`config.mk`:
```
export PLATFORM = sky130hd
export DESIGN_NAME = salc_ram
export DESIGN_NICKNAME = d
export VERILOG_FILES = /design/src/rtl/salc_ram.sv
export SDC_FILE = /design/constraint.sdc
export NUM_CORES = 1
export LEC_CHECK = 0
export ABC_AREA = 1
export BUFFER_PORTS_ARGS = -buffer_cell sky130_fd_sc_hd__buf_2
export CAP_MARGIN = 20
export CORE_ASPECT_RATIO = 0.75
export CORE_UTILIZATION = 39
export DETAILED_ROUTE_END_ITERATION = 10
export GPL_TIMING_DRIVEN = 0
export PLACE_DENSITY = 0.61
export SKIP_LAST_GASP = 1
export SLEW_MARGIN = 20
export SYNTH_ARGS = -nofsm -noshare
export SYNTH_HDL_FRONTEND = slang
export SYNTH_SLANG_ARGS = --single-unit
export TNS_END_PERCENT = 20
```
`constraint.sdc`:
```
create_clock -name clk_i -period 1.4 [get_ports clk_i]
set_clock_uncertainty 0.05 [all_clocks]
set_input_delay 0.21 -clock clk_i [delete_from_list [all_inputs] [get_ports clk_i]]
set_output_delay 0.21 -clock clk_i [all_outputs]
set_load 0.02 [all_outputs]
```
`src/rtl/salc_ram.sv`:
```
// Generic single-port-write, single-port-read RAM with registered read data.
// No dependencies.
module salc_ram #(
  parameter int WIDTH = 8,
  parameter int DEPTH = 16
) (
  input  logic                     clk_i,
  input  logic                     we_i,
  input  logic [$clog2(DEPTH)-1:0] waddr_i,
  input  logic [WIDTH-1:0]         wdata_i,
  input  logic                     re_i,
  input  logic [$clog2(DEPTH)-1:0] raddr_i,
  output logic [WIDTH-1:0]         rdata_o
);

  logic [WIDTH-1:0] mem_q [DEPTH];
  logic [WIDTH-1:0] rdata_q;

  // write port and registered read port
  always_ff @(posedge clk_i) begin
    if (we_i) begin
      mem_q[waddr_i] <= wdata_i;
    end
    if (re_i) begin
      rdata_q <= mem_q[raddr_i];
    end
  end

  assign rdata_o = rdata_q;

endmodule

```
==> run metrics, run 1 <==
mean number of vias per cell=4.91; fillcell total=1373; Syn Area/Cell=roughly 11 um2; net count after synthesis=570; DR vias=3950; antenna violations before repair=0; GP Congestion=0.901; register area=slightly above 4000 um2; WL final=14700 um; CTS tree=done; GRT Overall Usage=0.205; WP data arrival=1470 ps; multi-input logic area=1210 um2; most frequent CP cell=nand3_1; Slew Limit Headroom=0.407; FP Rows=38; H-tree Lvls=4; Core Footprint=between 10000 and 15000 um2; Clock transition at path regs=60 ps; Congestion Overflow GR=0; Final Hold Viols=0; Area Growth Syn to Fin=15.8%; Total Power=0.00953 W; CP max stage cell=buf_2; synthesized flop and latch total=136; die area=roughly 15000 um2; main flop type after synthesis=edfxtp_1; unrepaired setup endpoints after global routing=no; Initial Utilization=0.402; drt first pass iters=5; I/O Pins=27; cell with the most instances after synthesis=nand2_1; ANT nets after route=0; register area share after synthesis=0.698; Setup-failing EPs final=0; pin slew with the least headroom to its limit=between 800 and 900 ps; CTS Buffer Depth=2; crit start category=primary input; outcome=completed; largest net degree at the start of global routing=17; Post-Synthesis Cells=roughly 550; Tmin final=about 1300 ps; CTS Sinks=136; critical-path cell list=buf_2, inv_2, buf_2, nand2_1, nand3_1, nand3_1, nand3_1, nand2_1; Syn. warnings=0; Final Util=0.465; global-route wire length before repair=about 22000 um; Power Dens Cells=1410 nW/um2; Post-synth EDFFs=136; ys async rst share=0; hold_buf cts=0; Worst VDD drop=0.00104 V; Yosys top cell area share=0.698; CTS Buf Count=17; main area contributors after synthesis=edfxtp_1 70%, nand2_1 11%, nand3_1 8.3%, inv_1 6.4%, buf_6 1.2%; clk_lat worst skew=~420 ps; Final Max Slew Viols=0; number of global-route vias before repair=3546; max cap viols=0; Critical Path Fanout Max=10; critical path endpoint category=flip-flop; Syn Std Cell Area=5850 um2; Setup CP Type=primary input to flip-flop; Initial DRC Count=420; final worst path period share=0.961; chip height=108 um; CP peak stage delay=roughly 330 ps; antenna cells=0; WL/cell=18.3 um; share of cells above drive strength 1=0.124; reg-to-reg slack, setup=90 ps; Leak Pwr=approximately 2.9 nW; DRC=0; HPWL after DPL=9750 um; Final nets=between 600 and 700; Synth area leader=edfxtp_1; Hold Crit Class=primary input to flip-flop; Required @ worst endpoint=1520 ps; Resize count post-CTS=0; Netlist cell types=11; Fmax achieved=743 MHz; PortBufs=23; Root Buffer=clkbuf_16; Setup Buffers After CTS=0; chip width=~140 um; Synth top cells by count=173 x nand2_1, 136 x edfxtp_1, 100 x inv_1, 97 x nand3_1, 17 x nor2_1
-- path summary, 6_finish.rpt --
kind         cells past startpoint          to         start
max                              8  rdata_o[5]    raddr_i[0]
min reg2reg                      6  rdata_o[5]  mem_q[12][5]
min                              1  rdata_o[5]          re_i
max reg2reg                      6  rdata_o[5]   mem_q[1][5]
-- where the power goes --
part | internal, W | leakage, nW | switching (W) | total, W
clock network | 0.00259 | 0.265 | 0.00169 | 0.00429
registers | 0.00459 | 1.24 | 0.0000202 | 0.00461
logic | 0.000171 | 1.39 | 0.000464 | 0.000635
-- sequential cells by signal (all words and copies together) (netlist names) --
| signal | count |
|---|---|
| rdata_o | 8 |
| mem_q | 128 |
-- metrics by stage --
step           setup WS [ps]  hold slack, ps  setup TNS, ps  std cells  cell area, um2
2_1_floorplan            189             259              0        551            5850
3_3_place_gp            -313             491         -24940        774            6210
3_5_place_dp            -340             512         -29480        774            6210
4_1_cts                 98.5            82.7              0        805            6770
5_1_grt                 19.0            87.5              0        805            6770
6_report                54.4            87.6              0        805            6770
-- logic make-up after synthesis --
logic type,synth area share
buffers and inverters,0.0939
and+or+nand+nor,0.208
DFF,0.698
-- final cells by class --
class,count,area share
Timing Repair Buffer,23,0.0170
Clock buffer,18,0.0634
Clock inverter,13,0.0192
Multi-Input combinational cell,289,0.179
Sequential cell,136,0.603
Inverter,102,0.0565
Buffer,24,0.0246
Tap cell,200,0.0370
-- worst max-delay path: cells and delay by family --
family,cells,cell delay (ps)
buf+inv,3,620
simple gates,5,620
-- metal layers --
metal | share of wire | track usage | wire, um | vias up
met5 | 0 | 0 | 0 | -
met4 | 0.011 | 0.0562 | 161 | 0
met3 | 0.091 | 0.0540 | 1340 | 20
met2 | 0.42 | 0.292 | 6250 | 179
met1 | 0.47 | 0.305 | 7000 | 1884
li1 | - | - | - | 1867
-- layout by cell type (no fill, tap or decap) --
cell,synthesis,routed
nand3b_1,2,2
edfxtp_1,136,136
clkinv_1,0,3
buf_6,6,6
clkbuf_1,0,1
inv_2,2,2
clkinv_4,0,1
clkbuf_16,0,17
inv_1,100,100
buf_4,4,4
buf_1,1,1
nand2_1,173,173
clkinv_2,0,2
inv_6,0,2
nand3_1,97,97
buf_2,13,36
nor2_1,17,17
clkinvlp_4,0,3
bufinv_16,0,2
Note: power is estimated with default switching activity, not from simulation.
==> inputs of run 2 (changes only) <==
Settings changed: CORE_MARGIN set to 2.
==> run 2 against run 1 <==
Flip-flop and latch count is the same; design area increased by 0.79%; die area up 3.3%; clock power rose by 8.2%; first-iteration DRC count increased by 20%; sequential share of layout area is 0.48 points lower; setup slack better by 38 ps; sequential power about the same; count of clock-buffer cells in the layout stayed put; critical path type unchanged; largest power group is now the clock network; highest routed layer unchanged.
==> run metrics, run 2 (same netlist as run 1, synthesis figures left out) <==
WP data arrival=1290 ps (-180 ps); Final Max Slew Viols=0 (unchanged); worst reg2reg path depth=6 (unchanged); pin slew with the least headroom to its limit=879 ps (-8.30 ps); Total Power=0.00988 W (+3.7%); CTS tree=done; HPWL after DPL=9680 um (-0.69%); CP max stage cell=nor2_1; Fmax achieved=765 MHz (+2.9%); Power Dens Cells=1450 nW/um2 (+2.8%); Required @ worst endpoint=1390 ps (-130 ps); Worst Hold End=rdata_o[0]; CTS Buf Count=17 (unchanged); Initial Utilization=0.402 (unchanged); WL final=14500 um (-1.6%); reg-to-reg slack, setup=120 ps (+30 ps); WL/cell=18.0 um (-1.8%); chip height=110 um (+1.9%); chip width=145 um (+1.4%); min setup slack post-route=92.6 ps (+38.3 ps); FP Rows=38 (unchanged); H-tree Lvls=4 (unchanged); Final Util=0.469 (+0.00370); Setup CP Type=primary input to flip-flop; CTS Sinks=136 (unchanged); Congestion Overflow GR=0 (unchanged); Hold Path Depth=1 (unchanged); r2r startpoint=mem_q[1][5]; Slew Limit Headroom=0.412 (+0.00556); outcome=completed; antenna violations before repair=0 (unchanged); post-route insts no fill=806 (+0.12%); critical-path cell list=buf_2, nand3b_1, nor2_1; I/O Pins=27 (unchanged); Area Growth Syn to Fin=16.7%; PortBufs=23 (unchanged); ANT nets after route=0 (unchanged); dpl ws=-371 ps (-30.6 ps); critical path endpoint category=flip-flop; largest net degree at the start of global routing=17 (unchanged); Clock transition at path regs=60 ps (about the same); dpl cell area=6210 um2 (unchanged); die area=16000 um2 (+3.3%); clk_lat worst skew=420 ps (about the same); Initial DRC Count=506 (+20%); design area=6830 um2 (+0.79%); DR vias=4006 (+1.4%); Root Buffer=clkbuf_16; drt first pass iters=6 (+1); Core Footprint=14500 um2 (unchanged); CTS Buffer Depth=2 (unchanged); Placed Cells=774 (unchanged); Setup-failing EPs final=0 (unchanged); fillcell total=1348 (-1.8%); number of global-route vias before repair=3694 (+4.2%); max cap viols=0 (unchanged); global-route wire length before repair=21600 um (-0.25%); DRC=0 (unchanged); most frequent cells in the layout=173 x nand2_1, 136 x edfxtp_1, 100 x inv_1; Tmin final=1310 ps (-38.3 ps); Leak Pwr=2.91 nW (+0.80%); mean number of vias per cell=4.97 (+1.3%); hold_buf cts=0 (unchanged); Final Hold Viols=0 (unchanged); Setup Buffers After CTS=0 (unchanged); Reg-to-Reg End=rdata_o[5]; share of cells above drive strength 1=0.127 (+0.00310); HP Start=re_i; GP Congestion=0.910 (+0.99%); max FFs per register=128 (unchanged); crit start category=primary input; Worst VDD drop=0.000922 V (-11%); most flop-heavy register=mem_q; unrepaired setup endpoints after global routing=no; Final nets=612 (unchanged); Hold Crit Class=primary input to flip-flop; Critical Path Fanout Max=8 (-2); antenna cells=0 (unchanged); final worst path period share=0.934 (-0.0273); commonest non-fill, non-tap cell in the layout=nand2_1; CP peak stage delay=720 ps (+390 ps); GRT Overall Usage=0.190 (-0.0147)
-- run 2: area by class of cell --
type                       count  area [um2]  area share
buffer                        24         166      0.0244
clock buffer                  18         429      0.0629
clock inverter                14         181      0.0266
inverter                     102         383      0.0561
multi-input combinational    289        1220       0.178
sequential                   136        4080       0.598
tap                          200         250      0.0367
timing repair buffer          23         115      0.0169
-- run 2: power by group --
group / switching [W] / leakage, nW / total [W] / internal (W)
registers: 0.0000207 / 1.24 / 0.00461 / 0.00459
logic: 0.000456 / 1.39 / 0.000627 / 0.000171
clock network: 0.00169 / 0.288 / 0.00464 / 0.00296
-- run 2: timing repair --
action                                  CTS  global route
hold endpoints to repair                  0             0
endpoints found under the setup margin    0             8
gates resized for setup                   0             1
-- run 2: metal layers --
metal  GRT usage  wire length, um  vias up
met5           0                0        -
met4      0.0637              119        0
met3      0.0576             1680       13
met2       0.284             6290      194
met1       0.267             6420     1929
li1            -                -     1870
-- run 2: worst max-delay path by stage --
| stage | startpoint | to | cells after the start |
|---|---|---|---|
| CTS | waddr_i[2] | mem_q[8][1] | 3 |
| finish | waddr_i[2] | mem_q[9][7] | 3 |
| global route | waddr_i[2] | mem_q[9][2] | 3 |
| floorplan | waddr_i[2] | mem_q[10][0] | 2 |
| global placement | waddr_i[2] | mem_q[8][5] | 3 |
| detailed placement | waddr_i[2] | mem_q[8][1] | 3 |
-- run 2: per-stage QoR --
step | TNS (ps) | hold WS [ps]
floorplan | 0 | 259
global placement | -23600 | 487
detailed placement | -27310 | 505
CTS | 0 | 74.8
global route | 0 | 80.2
finish | 0 | 78.0
-- run 2: worst max-delay path, delay by kind of cell --
| kind | cells | cell delay (ps) |
|---|---|---|
| simple gates | 2 | 970 |
| buf+inv | 1 | 110 |
