### src/rtl/salc_pkg.sv
// Shared types, constants and helper functions of the LRU cache model unit.
// No dependencies; used by salc_way_sel, set_assoc_lru_cache_sim_unit and its testbench.
package salc_pkg;

  localparam int ADDR_W   = 32;
  localparam int TAG_W    = 30;
  localparam int STAMP_W  = 32;
  localparam int CNT_W    = 32;
  localparam int ADD_W    = 2;
  localparam int CFG_W    = 5;
  localparam int CFG_IDX_W = 2;
  // one stored line: valid in bit 0, then tag, then recency stamp
  localparam int ENTRY_W  = 1 + TAG_W + STAMP_W;
  localparam int IN_DATA_W  = 40;
  localparam int OUT_DATA_W = 104;

  // register indexes of the configuration port
  localparam logic [CFG_IDX_W-1:0] REG_SET_BITS   = 2'd0;
  localparam logic [CFG_IDX_W-1:0] REG_BLOCK_BITS = 2'd1;
  localparam logic [CFG_IDX_W-1:0] REG_WAYS       = 2'd2;

  typedef enum logic [1:0] {
    CMD_LOAD   = 2'd0,
    CMD_STORE  = 2'd1,
    CMD_MODIFY = 2'd2
  } cmd_e;

  // outcome of one set lookup
  typedef struct packed {
    logic hit;
    logic evict;
  } lookup_t;

  // saturating add of a small per-request count
  function automatic logic [CNT_W-1:0] sat_add(input logic [CNT_W-1:0] cnt,
                                               input logic [ADD_W-1:0] add);
    logic [CNT_W:0] sum;
    sum = {1'b0, cnt} + {{(CNT_W + 1 - ADD_W){1'b0}}, add};
    return sum[CNT_W] ? {CNT_W{1'b1}} : sum[CNT_W-1:0];
  endfunction

endpackage

### src/rtl/salc_way_sel.sv
// Way selection of one set: tag match, first free way, and LRU victim tree.
// Depends on salc_pkg.
module salc_way_sel #(
  parameter int MAX_WAYS = 8
) (
  input  logic [MAX_WAYS-1:0]                  valid_i,
  input  logic [MAX_WAYS-1:0]                  in_use_i,
  input  logic [MAX_WAYS*salc_pkg::TAG_W-1:0]   tags_i,
  input  logic [MAX_WAYS*salc_pkg::STAMP_W-1:0] stamps_i,
  input  logic [salc_pkg::TAG_W-1:0]            tag_i,
  output salc_pkg::lookup_t                     look_o,
  output logic [MAX_WAYS-1:0]                  sel_o
);
  import salc_pkg::*;

  localparam int LVL = (MAX_WAYS > 1) ? $clog2(MAX_WAYS) : 0;
  localparam int N   = 1 << LVL;
  localparam int IW  = (LVL > 0) ? LVL : 1;

  logic [MAX_WAYS-1:0] hit_oh;
  logic [MAX_WAYS-1:0] free_oh;
  logic [MAX_WAYS-1:0] victim_oh;
  logic                any_hit;
  logic                any_free;
  logic [STAMP_W:0]    key  [2*N];
  logic [IW-1:0]       kidx [2*N];

  // first matching way and first free way among those in use
  always_comb begin
    any_hit  = 1'b0;
    any_free = 1'b0;
    hit_oh   = '0;
    free_oh  = '0;
    for (int i = 0; i < MAX_WAYS; i++) begin
      if (in_use_i[i] && valid_i[i] && tags_i[i*TAG_W +: TAG_W] == tag_i && !any_hit) begin
        hit_oh[i] = 1'b1;
        any_hit   = 1'b1;
      end
      if (in_use_i[i] && !valid_i[i] && !any_free) begin
        free_oh[i] = 1'b1;
        any_free   = 1'b1;
      end
    end
  end

  // min tree over stamps; ways not in use carry a high flag and never win,
  // on equal keys the lower way is kept
  always_comb begin
    key[0]  = '0;
    kidx[0] = '0;
    for (int j = 0; j < MAX_WAYS; j++) begin
      key[N+j]  = {~in_use_i[j], stamps_i[j*STAMP_W +: STAMP_W]};
      kidx[N+j] = IW'(j);
    end
    for (int j = MAX_WAYS; j < N; j++) begin
      key[N+j]  = {1'b1, {STAMP_W{1'b1}}};
      kidx[N+j] = IW'(j);
    end
    for (int j = N - 1; j >= 1; j--) begin
      if (key[2*j+1] < key[2*j]) begin
        key[j]  = key[2*j+1];
        kidx[j] = kidx[2*j+1];
      end else begin
        key[j]  = key[2*j];
        kidx[j] = kidx[2*j];
      end
    end
    for (int i = 0; i < MAX_WAYS; i++) begin
      victim_oh[i] = (kidx[1] == IW'(i));
    end
  end

  // final choice
  always_comb begin
    look_o.hit   = any_hit;
    look_o.evict = !any_hit && !any_free;
    if (any_hit) begin
      sel_o = hit_oh;
    end else if (any_free) begin
      sel_o = free_oh;
    end else begin
      sel_o = victim_oh;
    end
  end

endmodule

### config.mk
export PLATFORM = sky130hd
export DESIGN_NAME = salc_way_sel
export DESIGN_NICKNAME = d
export VERILOG_FILES = /design/src/rtl/salc_pkg.sv /design/src/rtl/salc_way_sel.sv
export SDC_FILE = /design/constraint.sdc
export NUM_CORES = 1
export LEC_CHECK = 0
export ABC_AREA = 1
export BUFFER_PORTS_ARGS = -buffer_cell sky130_fd_sc_hd__buf_2
export CORE_AREA = 8 8 208 210
export DETAILED_ROUTE_END_ITERATION = 10
export DIE_AREA = 0 0 216 218
export PLACE_DENSITY = 0.64
export SYNTH_ARGS = -nofsm -noshare
export SYNTH_HDL_FRONTEND = slang
export SYNTH_SLANG_ARGS = --single-unit
### constraint.sdc
create_clock -name vclk -period 5.5
set_input_delay 0.275 -clock vclk [all_inputs]
set_output_delay 0.275 -clock vclk [all_outputs]
set_load 0.005 [all_outputs]
==> results of run 1 <==
-- routing by layer --
metal / wire length (um) / up-vias / track usage [%]
li1: - / 8363 / -
met5: 53 / - / 0
met3: 6037 / 102 / 6.241
met1: 30210 / 8004 / 35.32
met4: 1315 / 8 / 3.855
met2: 32270 / 762 / 41.69
-- synth_stat cells (all sizes together) (11+ instances only) --
library cell and n:
inv 244, xor2 30, o211ai 11, nand2 588
a21oi 114, xnor2 28, ha 224, clkbuf 45
nand3 41, o22ai 34, a22o 14, nor2 93
buf 25, nor4 39, or2 21, nand4 28
o21ai 288
-- cell type report --
class / instances / share of cell area (%)
repair buffers: 914 / 31.02
well taps: 532 / 3.339
inverters: 247 / 4.852
multi-input cells: 1632 / 60.62
diodes: 13 / 0.1632
-- power by group --
part / switching [W] / leakage, nW / total [W] / internal [W]
Sequential: 0 / 0 / 0 / 0
Clock: 0 / 0.0000819 / 0.000000000151 / 0.000000000151
Combinational: 0.00176 / 10.3 / 0.00333 / 0.00156
-- stage by stage --
stage	utilization [%]	worst slack, ns	instance area [um^2]	setup TNS (ns)
after detailed placement	40.99	-1.485	16470	-10.68
after global placement	40.99	-1.446	16470	-10.46
after CTS	43.22	-0.6510	17370	-4.628
after global routing	49.57	-0.7913	19920	-5.949
after floorplan	-	0.001881	11080	0
final	49.60	-0.5441	19930	-3.982
-- tightest hold or removal path: stages --
cell	delay, ns
buf_2	0.11
nor3_1	0.05
nor2_1	0.09
a21oi_1	0.07
buf_2	0.14
-- cell families (layout without fill, tap and decap cells) --
group / after synthesis / count (layout) / share of synthesized area (%)
adder cells (fa/ha/maj): 224 / 224 / 25.35
AO/OA/AOI/OAI: 511 / 511 / 25.91
XOR/XNOR: 58 / 58 / 4.595
other: 0 / 13 / 0
buffers and inverters: 317 / 1161 / 11.03
AND/OR/NAND/NOR: 838 / 839 / 33.11
-- final timing paths --
check / from / end / slack [ns] / cells past startpoint
worst max-delay path: stamps_i[202] / sel_o[1] / -0.54 / 39
worst min-delay path: valid_i[4] / sel_o[4] / 1.01 / 5
-- repair_timing --
action,in CTS,in global routing
resized for setup,173,479
pin swaps,54,175
endpoints found under the setup margin,8,8
cloned,9,15
buffers inserted,29,35
==> impl_metrics.csv, run 1 <==
group,metric,value,unit
layout,final-seq-area,0,um^2
layout,multi_input_area,0.01208,mm^2
detailed_routing,initialDrtViolationCount,1421,
synth,yosysTopAreaCell,"ha_1",
global_routing,grt_max_degree,41,
global_routing,grt_pass1_vias,16430,
critical_path,cp_slowest_stage_delay,0.38,ns
floorplan,start_util,27.51,%
detailed_routing,drc,0,
critical_path,crit_path_start_kind,"input pin",
detailed_routing,ant_nets,0,
global_routing,grt_first_pass_wirelength,95740,um
power,power_per_cell_area,166.9,mW/mm^2
layout,layout.nets,3561,
synth,synth-seq-area-share,0,%
synth,synth.cell_area,0.01106,mm^2
timing,max_slew_margin,31.02,%
synth,netlist_instances,1948,
power,vdd_ir_drop_max,66.22,uV
layout,final_common_cell,"buf_2",
floorplan,fp.dieW,216,um
placed_design,dp_hpwl,57480,um
layout,area_growth,80.30,%
timing,layout_min_cycle_time,6.044,ns
floorplan,core,0.04018,mm^2
layout,nClkBuffers,0,
timing,fmax,165.5,MHz
floorplan,die_height,218,um
critical_path,worstPathArrival,5.77,ns
layout,layout-drive-gt1-share,49.09,%
critical_path,required,5.22,ns
timing,worst_pin_slew,1.024,ns
synth,synth.distinct_cells,56,
placed_design,portBuffers,552,
floorplan,dieArea,0.04709,mm^2
min_path,min_path_type,"in -> out",
run,drv_cap,0,
critical_path,cp_max_fo,9,
timing,maxSlewViolCount,0,
critical_path,crit_family,"simple AND/OR/NAND/NOR gates",
timing,hold_ws,1.011,ns
synth,synth_top_area_share,25.35,%
synth,yosysWarnings,0,
floorplan,io_pins,552,
timing,setup_violations,8,
status,violations,"negative setup slack",
layout,fillers,4099,
detailed_routing,vias,17239,
timing,finalHoldViolations,0,
global_routing,antenna_found_initial,17,
critical_path,worstSetupPathType,"in -> out",
global_routing,grt.total_usage,25.90,%
global_routing,grt-ovfl-total,0,
timing,rsz0062_at_grt,"true",
critical_path,cpMaxStageDelayCell,"nor4_2",
cts,holdBufCountCts,0,
critical_path,worst-path-buf-inv,11,
detailed_routing,firstDrtPassIters,5,
layout,seq_cells,0,
layout,final_cells,3338,
synth,syn-num-nets,2714,
placed_design,numPlacedInstances,3245,
critical_path,crit_path_end_kind,"primary output",
timing,finalCritPeriodShare,109.9,%
detailed_routing,drt_wl_total,69890,um
power,power,0.003327,W
synth,syn_avg_cell_area,5.675,um^2
layout,final_cell_mix,"548 x buf_2, 477 x nand2_1, 310 x buf_4",
floorplan,fp-row-count,74,
timing,setup_slack,-0.5441,ns
placed_design,gp_congestion,0.9571,
detailed_routing,wl_per_cell,20.94,um
power,leakage,10.28,nW
detailed_routing,routed_via_density,5.164,
synth,synth_area_leaders,"ha_1 25%, nand2_1 19%, o21ai_0 13%",
status,status,"finished, violations left",
Power figures use the tool's default switching activity.
==> run 2, diff against run 1 <==
--- a/config.mk
+++ b/config.mk
@@ -10,6 +10,7 @@
 export CORE_AREA = 8 8 208 210
 export DETAILED_ROUTE_END_ITERATION = 10
 export DIE_AREA = 0 0 216 218
+export GPL_TIMING_DRIVEN = 0
 export PLACE_DENSITY = 0.64
 export SYNTH_ARGS = -nofsm -noshare
 export SYNTH_HDL_FRONTEND = slang
==> impl_metrics.csv, run 2 (synthesis gave the netlist of run 1 again) <==
group,metric,value,unit
status,status,"finished, violations left",
status,violations,"negative setup slack",
timing,tns,-3.575,ns
detailed_routing,routed_via_density,5.331,
critical_path,cpMostUsedCell,"nand2_2",
global_routing,grt_pass1_vias,16075,
power,leakage,9.198,nW
detailed_routing,wl_per_cell,22.92,um
critical_path,cp_slowest_stage_delay,0.32,ns
floorplan,die_height,218,um
floorplan,io_pins,552,
critical_path,crit_path_end_kind,"primary output",
floorplan,dieArea,0.04709,mm^2
floorplan,fp-row-count,74,
timing,max_slew_margin,19.47,%
power,vdd_ir_drop_max,70.75,uV
timing,setup_slack,-0.5309,ns
detailed_routing,ant_nets,0,
global_routing,grt_first_pass_wirelength,98680,um
detailed_routing,drc,0,
timing,fmax,165.8,MHz
detailed_routing,vias,16634,
timing,setup_violations,8,
detailed_routing,firstDrtPassIters,6,
timing,finalHoldViolations,0,
detailed_routing,initialDrtViolationCount,1361,
floorplan,fp.dieW,216,um
min_path,hold_depth,5,
min_path,min_path_type,"in -> out",
layout,layout.nets,3341,
timing,layout_min_cycle_time,6.031,ns
layout,seq_cells,0,
critical_path,worstPathArrival,5.76,ns
layout,layout-drive-gt1-share,43.02,%
global_routing,grt-ovfl-total,0,
layout,final-seq-area,0,um^2
detailed_routing,drt_wl_total,71520,um
timing,finalCritPeriodShare,109.7,%
min_path,min_to,"sel_o[7]",
floorplan,start_util,27.51,%
layout,post-route-util,44.87,%
min_path,hold_start,"valid_i[7]",
layout,final_common_cell,"buf_2",
placed_design,portBuffers,542,
timing,hold_ws,0.9875,ns
placed_design,dpl_worst_slack,-2.168,ns
layout,nClkBuffers,0,
critical_path,worstSetupPathType,"in -> out",
critical_path,cpMaxStageDelayCell,"ha_1",
timing,worst_pin_slew,1.197,ns
global_routing,grt.total_usage,27.10,%
global_routing,antenna_found_initial,19,
critical_path,required,5.22,ns
global_routing,grt_max_degree,11,
layout,area_growth,63.08,%
critical_path,cp_max_fo,10,
run,drv_cap,0,
placed_design,dp_hpwl,60260,um
critical_path,crit_path_start_kind,"input pin",
timing,rsz0062_at_grt,"true",
floorplan,core,0.04018,mm^2
placed_design,gp_congestion,1.014,
power,power_per_cell_area,172.1,mW/mm^2
layout,final_cell_mix,"551 x buf_2, 486 x nand2_1, 201 x inv_1",
timing,maxSlewViolCount,0,
[run 2: changes by cell type in the layout (fill, tap and decap cells not counted), moves of 12 or more]
| cell | delta |
|---|---|
| a21oi_2 | -15 |
| a21oi_1 | +16 |
| o21ai_2 | +20 |
| o21ai_0 | -33 |
| ha_4 | -24 |
| buf_4 | -249 |
| buf_8 | +12 |
| ha_1 | +25 |
[run 2: final cells by class]
cell class	instances	area (um^2)
Fill cell	4127	22150
Tap cell	532	665.6
Timing Repair inverter	3	33.78
Inverter	247	967.2
Antenna cell	15	37.54
Timing Repair Buffer	622	3650
Multi-Input combinational cell	1635	11880
Buffer	66	792.0
[run 2: layer usage]
metal / wire length, um / GRT usage [%]
met2: 32750 / 43.77
met4: 1219 / 4.148
met1: 32220 / 37.84
met3: 5288 / 4.757
met5: 40 / 0
[run 2: stage by stage]
step,instance area [um^2],cells,power [W]
floorplan,11080,1948,0.001207
global placement,14460,3022,0.001918
detailed placement,14460,3022,0.001975
CTS,16090,3066,0.002528
global route,18020,3115,0.003365
finish,18030,3120,0.003103
[run 2: worst max-delay path by stage]
| stage | start | to | slack (ns) | depth (start not counted) |
|---|---|---|---|---|
| 2_1_floorplan | in_use_i[1] | sel_o[6] | 0.002 | 37 |
| 3_3_place_gp | in_use_i[7] | sel_o[6] | -2.10 | 42 |
| 3_5_place_dp | in_use_i[7] | sel_o[6] | -2.17 | 40 |
| 4_1_cts | stamps_i[246] | sel_o[6] | -0.59 | 45 |
| 5_1_grt | stamps_i[248] | sel_o[5] | -0.78 | 45 |
| 6_report | stamps_i[213] | sel_o[6] | -0.53 | 43 |
[run 2: power by group]
part	switching (W)	internal (W)	total, W
clock network	0	0.000000000361	0.000000000362
registers	0	0	0
logic	0.00175	0.00135	0.00310
[run 2: critical path: cells and delay by family]
family | cells | cell delay, ns
adders and majority gates | 3 | 0.83
AOI/OAI and AO/OA | 7 | 1.00
buffers and inverters | 12 | 1.33
and+or+nand+nor | 21 | 2.26
[run 2: timing repair]
item                       CTS  global route
hold buffers                 0             0
pin swaps                   71           133
setup endpoints to repair    8             8
gates resized for setup    434           355
buffers inserted            37            21
cloned                      10            19
==> run 3, diff against run 2 <==
--- a/config.mk
+++ b/config.mk
@@ -11,7 +11,7 @@
 export DETAILED_ROUTE_END_ITERATION = 10
 export DIE_AREA = 0 0 216 218
 export GPL_TIMING_DRIVEN = 0
-export PLACE_DENSITY = 0.64
+export PLACE_DENSITY_LB_ADDON = 0.08
 export SYNTH_ARGS = -nofsm -noshare
 export SYNTH_HDL_FRONTEND = slang
 export SYNTH_SLANG_ARGS = --single-unit
==> constraint.sdc (replaced) <==
create_clock -name vclk -period 6.2
set_input_delay 0.62 -clock vclk [all_inputs]
set_output_delay 0.62 -clock vclk [all_outputs]
set_load 0.005 [all_outputs]
==> impl_metrics.csv, run 3 (synthesis gave the netlist of run 1 again) <==
group,metric,value,unit
status,status,"finished, violations left",
status,violations,"negative setup slack",
global_routing,grt_pass1_vias,15700,
global_routing,use_met3,5.673,%
timing,finalCritPeriodShare,107.1,%
timing,rsz0062_at_grt,"true",
detailed_routing,drc,0,
min_path,min_path_type,"in -> out",
detailed_routing,firstDrtPassIters,5,
layout,layout.nets,3327,
timing,hold_ws,1.716,ns
detailed_routing,initialDrtViolationCount,1050,
critical_path,crit_path_start_kind,"input pin",
global_routing,grt.total_usage,27.16,%
layout,seq_cells,0,
timing,max_slew_margin,18.10,%
global_routing,grt_first_pass_wirelength,97580,um
floorplan,io_pins,552,
layout,final-seq-area,0,um^2
global_routing,use_met2,44.64,%
power,vdd_ir_drop_max,64.32,uV
placed_design,dp_hpwl,61440,um
critical_path,cp_slowest_stage_delay,0.28,ns
timing,layout_min_cycle_time,6.643,ns
detailed_routing,routed_via_density,5.150,
placed_design,gp_congestion,0.9807,
floorplan,core,0.04018,mm^2
timing,setup_slack,-0.4425,ns
global_routing,use_met1,36.13,%
floorplan,start_util,27.51,%
timing,fmax,150.5,MHz
critical_path,required,5.58,ns
floorplan,dieArea,0.04709,mm^2
layout,final_cell_mix,"552 x buf_2, 498 x nand2_1, 197 x inv_1",
global_routing,grt-ovfl-total,0,
timing,finalHoldViolations,0,
timing,worst_pin_slew,1.216,ns
layout,final_cells,3115,
critical_path,crit_path_end_kind,"primary output",
critical_path,cpMaxStageDelayCell,"a31oi_4",
global_routing,antenna_found_initial,25,
detailed_routing,wl_per_cell,22.64,um
timing,tns,-3.054,ns
timing,setup_violations,8,
layout,layout-drive-gt1-share,43.42,%
global_routing,grt_max_degree,11,
layout,final_common_cell,"buf_2",
detailed_routing,ant_nets,0,
placed_design,numPlacedInstances,3022,
floorplan,fp.dieW,216,um
layout,area_growth,61.57,%
critical_path,cp_max_fo,6,
critical_path,worstPathArrival,6.02,ns
floorplan,fp-row-count,74,
detailed_routing,drt_wl_total,70540,um
power,power_per_cell_area,144.6,mW/mm^2
placed_design,portBuffers,542,
detailed_routing,vias,16043,
cts,holdBufCountCts,0,
layout,fillers,4298,
run,drv_cap,0,
global_routing,grt_busiest_layer,"met2",
layout,nClkBuffers,0,
timing,maxSlewViolCount,0,
power,leakage,9.050,nW
critical_path,cpMostUsedCell,"nand2_1",
floorplan,die_height,218,um
critical_path,worstSetupPathType,"in -> out",
-- run 3: cell count changes in the layout (fill, tap and decap cells not counted), moves of 6 or more --
cell | before | now
nand2_2 | 86 | 70
nand2_1 | 486 | 498
a21oi_1 | 83 | 72
o21ai_1 | 76 | 65
clkbuf_16 | 21 | 11
buf_6 | 11 | 20
diode_2 | 15 | 24
o21ai_4 | 24 | 33
a21oi_2 | 26 | 34
buf_12 | 12 | 5
ha_1 | 174 | 167
ha_4 | 49 | 55
-- run 3: area by class of cell --
class                           instances  area, um^2  area share [%]
Buffer                                 67       770.7           4.315
Inverter                              247       967.2           5.415
Tap cell                              532       665.6           3.727
Timing Repair Buffer                  612        3354           18.78
Antenna cell                           24       60.06          0.3362
Multi-Input combinational cell       1632       12040           67.39
Timing Repair inverter                  1       6.256         0.03502
-- run 3: routing by layer --
layer / vias to the layer above / wire length (um)
met5: - / 57
met4: 8 / 1369
met3: 78 / 4655
met2: 532 / 32800
met1: 7524 / 31660
li1: 7901 / -
-- run 3: repair_timing --
| item | in CTS | in global routing |
|---|---|---|
| cloned | 5 | 7 |
| setup buffers | 28 | 32 |
| gates resized for setup | 381 | 435 |
| pin swaps | 62 | 144 |
| setup endpoints to repair | 8 | 8 |
-- run 3: per-stage QoR --
step                setup slack [ns]  total power (W)  cell area (um^2)  utilization (%)
floorplan                    0.01188         0.001071             11080                -
global placement              -2.420         0.001714             14460            35.98
detailed placement            -2.340         0.001749             14460            35.98
CTS                          -0.5943         0.002096             15820            39.38
global route                 -0.7041         0.002825             17840            44.40
finish                       -0.4425         0.002583             17860            44.45
-- run 3: path summary, 6_finish.rpt --
check,startpoint,end,cells after the start
setup / recovery,stamps_i[186],sel_o[7],43
hold / removal,valid_i[7],sel_o[7],5
-- run 3: critical path: cells and delay by family --
kind / cells / cell delay, ns
compound gates: 14 / 2.01
fa+ha+maj: 3 / 0.72
buf+inv: 10 / 1.37
simple gates: 16 / 1.28
-- run 3: where the power goes --
group	switching, W	internal (W)
Sequential	0	0
Clock	0	0.000000000413
Combinational	0.00149	0.00109
Total	0.00149	0.00109
